--- config.mk ---
export PLATFORM = sky130hd
export DESIGN_NAME = bpmc_match
export DESIGN_NICKNAME = d
export VERILOG_FILES = /design/src/design/bpmc_pkg.sv /design/src/design/bpmc_match.sv
export SDC_FILE = /design/constraint.sdc
export NUM_CORES = 1
export LEC_CHECK = 0
export ABC_AREA = 1
export BUFFER_PORTS_ARGS = -buffer_cell sky130_fd_sc_hd__buf_2
export CAP_MARGIN = 20
export CORE_MARGIN = 2
export CORE_UTILIZATION = 40
export DETAILED_ROUTE_END_ITERATION = 8
export PLACE_DENSITY_LB_ADDON = 0.3
export SLEW_MARGIN = 20
export SYNTH_ARGS = -nofsm -noshare
export SYNTH_HDL_FRONTEND = slang
export SYNTH_SLANG_ARGS = --single-unit
--- constraint.sdc ---
create_clock -name vclk -period 2.95
set_clock_uncertainty 0.1 [all_clocks]
set_input_delay 0.1475 -clock vclk [all_inputs]
set_output_delay 0.1475 -clock vclk [all_outputs]
set_load 0.01 [all_outputs]
--- src/design/bpmc_pkg.sv ---
`timescale 1ns / 1ps
// ----------------------------------------------------------------------------
// bpmc_pkg
// Types, codes and helpers shared by the barcode prefix match counter.
// ----------------------------------------------------------------------------
package bpmc_pkg;

	// Action codes of an input beat.
	localparam logic [1:0] ACT_LOAD     = 2'd0;
	localparam logic [1:0] ACT_CLASSIFY = 2'd1;
	localparam logic [1:0] ACT_READ     = 2'd2;
	localparam logic [1:0] ACT_CLEAR    = 2'd3;

	// Status codes of a result beat.
	localparam logic [1:0] STS_OK       = 2'd0;
	localparam logic [1:0] STS_NO_MATCH = 2'd1;
	localparam logic [1:0] STS_SHORT    = 2'd2;
	localparam logic [1:0] STS_FULL     = 2'd3;

	// Shortest barcode that may be loaded, and the reset of min_length.
	localparam logic [5:0] MIN_LOAD_LEN     = 6'd15;
	localparam logic [5:0] MIN_LENGTH_RESET = 6'd17;

	typedef struct packed {
		logic [1:0]  action;
		logic [63:0] bases;
		logic [5:0]  base_count;
		logic [31:0] other_mask;
		logic [9:0]  entry_index;
	} in_t;

	typedef struct packed {
		logic [1:0]  status;
		logic [9:0]  hit_index;
		logic [5:0]  match_length;
		logic [31:0] counter_value;
	} out_t;

	// A sequence cut to a length, with base bits cleared at masked positions.
	typedef struct packed {
		logic [63:0] bases;
		logic [31:0] other_mask;
	} norm_t;

	// One row of the barcode table.
	typedef struct packed {
		logic [63:0] bases;
		logic [31:0] other_mask;
		logic [5:0]  length;
	} entry_t;

	// The read being classified and the window of lengths that are tried.
	typedef struct packed {
		logic [63:0] bases;
		logic [31:0] other_mask;
		logic [5:0]  top_len;
		logic [6:0]  low_sum;
		logic [5:0]  longest;
	} query_t;

	// Keep len bases and clear the base bits of non-ACGT positions.
	function automatic norm_t normalize(input logic [63:0] bases,
			input logic [31:0] omask, input logic [5:0] len);
		norm_t r;
		logic  keep;
		for (int i = 0; i < 32; i++) begin
			keep = (6'(i) < len);
			r.other_mask[i] = omask[i] & keep;
			r.bases[2*i +: 2] = (keep && !omask[i]) ? bases[2*i +: 2] : 2'b00;
		end
		return r;
	endfunction

endpackage

--- src/design/bpmc_match.sv ---
`timescale 1ns / 1ps
`default_nettype none
// ----------------------------------------------------------------------------
// bpmc_match
// Compare unit: checks one table row against the read at the row's length.
// ----------------------------------------------------------------------------
module bpmc_match (
	input  wire bpmc_pkg::entry_t entry,
	input  wire bpmc_pkg::query_t query,
	output logic                  hit
);

	bpmc_pkg::norm_t rd_norm;
	logic            in_window;

	// The read cut to the row's length, as it would be stored.
	assign rd_norm = bpmc_pkg::normalize(query.bases, query.other_mask, entry.length);

	// The row's length must be one of the lengths the search tries.
	assign in_window = (entry.length <= query.top_len) &&
		((7'(entry.length) + 7'(query.longest)) >= query.low_sum) &&
		(entry.length != 6'd0);

	assign hit = in_window && (rd_norm.bases == entry.bases) &&
		(rd_norm.other_mask == entry.other_mask);

endmodule
`default_nettype wire

Yosys cells after proc, flatten, opt, wreduce, memory -nomap -nowiden:

Cells that the tools add are included.

* register bits after elaboration: 0
* input port bits: 217
* output and inout port bits: 1
* word-level logic and storage cells: 170

* add/sub/neg operators: 1
* $lt $le $gt $ge: 34
* equality and inequality tests: 2
* muxes and demuxes: 32
* bitwise logic cells: 32
* reductions and logical operators: 69

Operators by type and width (number)
* 5-bit by 6-bit < comparator with 1-bit output (first input constant): 16
* 64-bit == test: 1
* 2-bit 2-to-1 mux: 32
* 4-bit by 6-bit < comparator with 1-bit output (first input constant): 8
* 1-bit logical AND: 36
* 1-bit AND: 32
* 32-bit == test: 1
* 1-bit logical NOT: 32
* 3-bit by 6-bit < comparator with 1-bit output (first input constant): 4
* 1-bit by 6-bit < comparator with 1-bit output (first input constant): 2
* 2-bit by 6-bit < comparator with 1-bit output (first input constant): 2
* 6-bit by 6-bit adder with 7-bit output: 1
* 7-bit >= comparator: 1
* 6-bit <= comparator: 1
* 6-bit nonzero test: 1

Logic depth before layout (Yosys ltp):

* depth in word-level cells: 6
* depth in mapped cells: 19
* mapped depth without buffers: 19

Worst setup path before layout:

Ideal clock, no wire load.

* kind: input to output
* start: input entry[0] (netlist bit)
* end: output hit
* arrival: 2.219 ns
* data required time: 2.703 ns
* slack: 0.483 ns
* cell stages on the path: 15
* buffers on the path: 0
* path through: ha_1 > inv_1 > fa_1 > nand3b_1 > and2_1 > xor2_1 > inv_1 > ha_1 > a21oi_1 > o21a_1 > nand3_1 > nand4_1 > nor2_1 > nand3_1 > nor2_1

* cells in the longest elaborated chain, start to end: 6
* elaborated cells on any way between the ends: 138
* classes of those cells: add/sub (1); order compare (34); eq/ne (2); mux (32); bitwise (32); reduce/logical (37)

Ends and longest elaborated chain
* start: declaration: line bpmc_match.sv:8 `input wire bpmc_pkg::entry_t entry,`
* 6-bit by 6-bit adder with 7-bit output, or another cell as far along: line bpmc_match.sv:21 `((7'(entry.length) + 7'(query.longest)) >= query.low_sum) &&`
* 7-bit >= comparator / 1-bit logical AND (equally long branches): line bpmc_match.sv:21, bpmc_pkg.sv:69
* 1-bit logical AND / 2-bit 2-to-1 mux (equally long branches): line bpmc_match.sv:20, bpmc_pkg.sv:69
* 1-bit logical AND / 64-bit == test (equally long branches): line bpmc_match.sv:21, bpmc_match.sv:24
* 1-bit logical AND: line bpmc_match.sv:24 `assign hit = in_window && (rd_norm.bases == entry.bases) &&`
* 1-bit logical AND *: line bpmc_match.sv:24
* end: declaration: line bpmc_match.sv:10 `output logic hit`

Mark *: on every way between the ends. The rest lies on a longest branch, timed or not.

Worst setup path in the final report:

* start: input query[0] (netlist bit)
* end: output hit

* cells in the longest elaborated chain, start to end: 6

Ends and longest elaborated chain
* start: declaration: line bpmc_match.sv:9 `input wire bpmc_pkg::query_t query,`
* 6-bit by 6-bit adder with 7-bit output: line bpmc_match.sv:21
* 7-bit >= comparator: line bpmc_match.sv:21
* 1-bit logical AND: line bpmc_match.sv:20 `assign in_window = (entry.length <= query.top_len) &&`
* 1-bit logical AND: line bpmc_match.sv:21
* 1-bit logical AND (2 in a row): line bpmc_match.sv:24

No other way between the ends.

==> flow_summary.yaml <==
route:
  drtIter0Drc: 296
  post_drt_wl_per_cell_um: 13.08
  drtAntennaViolNets: 0
  viasPerCell: 5.037
  dr.pass1.iters: 5
  drc: 0
  drt_wl_total_mm: 12.84
  vias: 4941
final_layout:
  utilization: 0.5764
  layout_common_cells: "218 x nand2_1, 216 x buf_2, 114 x inv_1, 97 x nand3_1, 63 x nor2_1"
  nets: 1118
  final_common_cell: "nand2_1"
  seq_area_um2: 0
  clkbuf_count: 0
  design_area_um2: 4454
  diodes: 0
  syn_to_final_growth_pct: 39.55
  drive_gt1_frac: 0.2753
  seq_cells: 0
timing:
  setup_violations: 0
  tightest_slew_ns: 0.5716
  final_hold_viol_count: 0
  finalCritPeriodShare: 0.9274
  timing.slew.headroom: 0.6180
  fmax_mhz: 365.5
  slew_violations: 0
  period_minus_slack_ns: 2.736
floorplan:
  core_um2: 7727
  initial_utilization: 0.4131
  die_x_um: 93.33
  die_h_um: 93.33
  io_pins: 218
  die-area_um2: 8710
  rows: 32
global_route:
  grt_pass1_wl_mm: 19.91
  overflow: 0
  grt_start_max_net_pins: 18
  grt_pass1_vias: 4455
  antenna_found_initial: 0
  grt_use_total: 0.2827
placement:
  placedInstanceArea_um2: 4398
  gp_congestion: 0.9484
  hpwlAfterDp_mm: 11.38
  portBuffers: 218
pwr:
  p_leak_uw: 0.002796
  power_density_nw_per_um2: 139.6
  peakVddDrop_mv: 0.05814
synth:
  synth.top_cells.by_area: "nand2_1 26%, nand3_1 15%, inv_1 14%, nand4_1 11%, ha_1 7.4%"
  synth_top_area_share: 0.2575
  synthCells: 662
  yosys_warnings: 0
  yosysUniqueCellTypes: 26
  synth_top_cell_by_area: "nand2_1"
  ys_seq_area_frac: 0
  syn_avg_cell_area_um2: 4.821
  synth_area_um2: 3192
  syn-num-nets: 899
clocking:
  cts_hold_buffers: 0
worst_setup_path:
  critPathLaunchType: "input port"
  worstPathArrival_ns: 2.49
  endpoint_kind: "output port"
  worst_ep_required_time_ns: 2.70
  worstSetupPathType: "input port to output port"
  worst-path-max-fanout: 2
run_status:
  outcome: "finished clean"
hold_path:
  whs_path_depth: 7
  hp-start: "entry[24]"
  min_path_type: "input port to output port"
  min_to: "hit"
flow_run:
  maxCapViolations: 0
[what timing repair did]
item                       4_1_cts  5_1_grt
setup buffers                    0        2
setup endpoints to repair        0        1
resized for setup                0       14
[critical path, stage by stage]
cell and delay [ns]:
buf_2 0.10, ha_4 0.13, inv_2 0.03, fa_2 0.35, nand3b_1 0.17, and2_4 0.15, inv_1 0.05, a21oi_1 0.05
o21bai_1 0.16, ha_1 0.19, nand2_2 0.06, inv_2 0.05, nand2_1 0.04, nor2_1 0.10, nand3_1 0.07, nand3_1 0.07
nand4_1 0.13, nor2_1 0.13, nand3_1 0.07, nor2_1 0.08, buf_2 0.14
[cell families after synthesis]
kind of cell | after synthesis | share of synthesized area
and+or+nand+nor | 459 | 0.6484
buffers and inverters | 125 | 0.1521
AOI/OAI and AO/OA | 38 | 0.06389
xor gates and xnor gates | 20 | 0.05488
adders and majority gates | 20 | 0.08075
[per-stage QoR]
step	TNS, ns	std cells	hold slack (ns)	power (uW)	worst slack (ns)
after global placement	0	979	0.7341	594.6	0.1272
after detailed placement	0	979	0.7376	602.0	0.02250
final	0	981	0.7250	622.0	0.2141
after floorplan	0	662	0.4591	341.5	0.4832
after global routing	-0.007645	981	0.7864	708.0	-0.007645
after CTS	0	979	0.7386	604.8	0.01080
[area by class of cell]
class / count / area (um2)
repair buffers: 224 / 1145
fillers: 871 / 3273
inverters: 118 / 442.9
multi-input cells: 537 / 2739
well taps: 102 / 127.6
[worst max path at each step]
stage / to / depth (start not counted) / from
floorplan: hit / 15 / entry[0]
global placement: hit / 17 / entry[0]
detailed placement: hit / 17 / entry[0]
CTS: hit / 17 / entry[0]
global route: hit / 21 / query[0]
finish: hit / 21 / query[0]
[cells in the mapped netlist, drive strengths merged]
cell and instances:
o21a 1, o21bai 2, fa 1, o21ai 25
nand3 97, nor2 68, or2 2, nand3b 16
nand4 54, xor2 15, buf 7, and2 1
xnor2 5, a21oi 9, nand2 221, ha 19
inv 118, a21o 1
[per-layer routing]
metal / share of wire / wire (um) / up-vias / GRT usage
met5: 0 / 0 / - / 0
met4: 0.025 / 325 / 0 / 0.07108
met3: 0.091 / 1171 / 28 / 0.04190
met2: 0.46 / 5942 / 219 / 0.5042
met1: 0.42 / 5395 / 2111 / 0.3540
li1: - / - / 2583 / -
[power by group]
| group | switching [uW] | internal [uW] | leakage [uW] | total [uW] |
|---|---|---|---|---|
| Combinational | 347 | 275 | 0.00280 | 622 |
| Sequential | 0 | 0 | 0 | 0 |
| Clock | 0 | 0 | 0 | 0 |
Note: power is estimated with default switching activity, not from simulation.
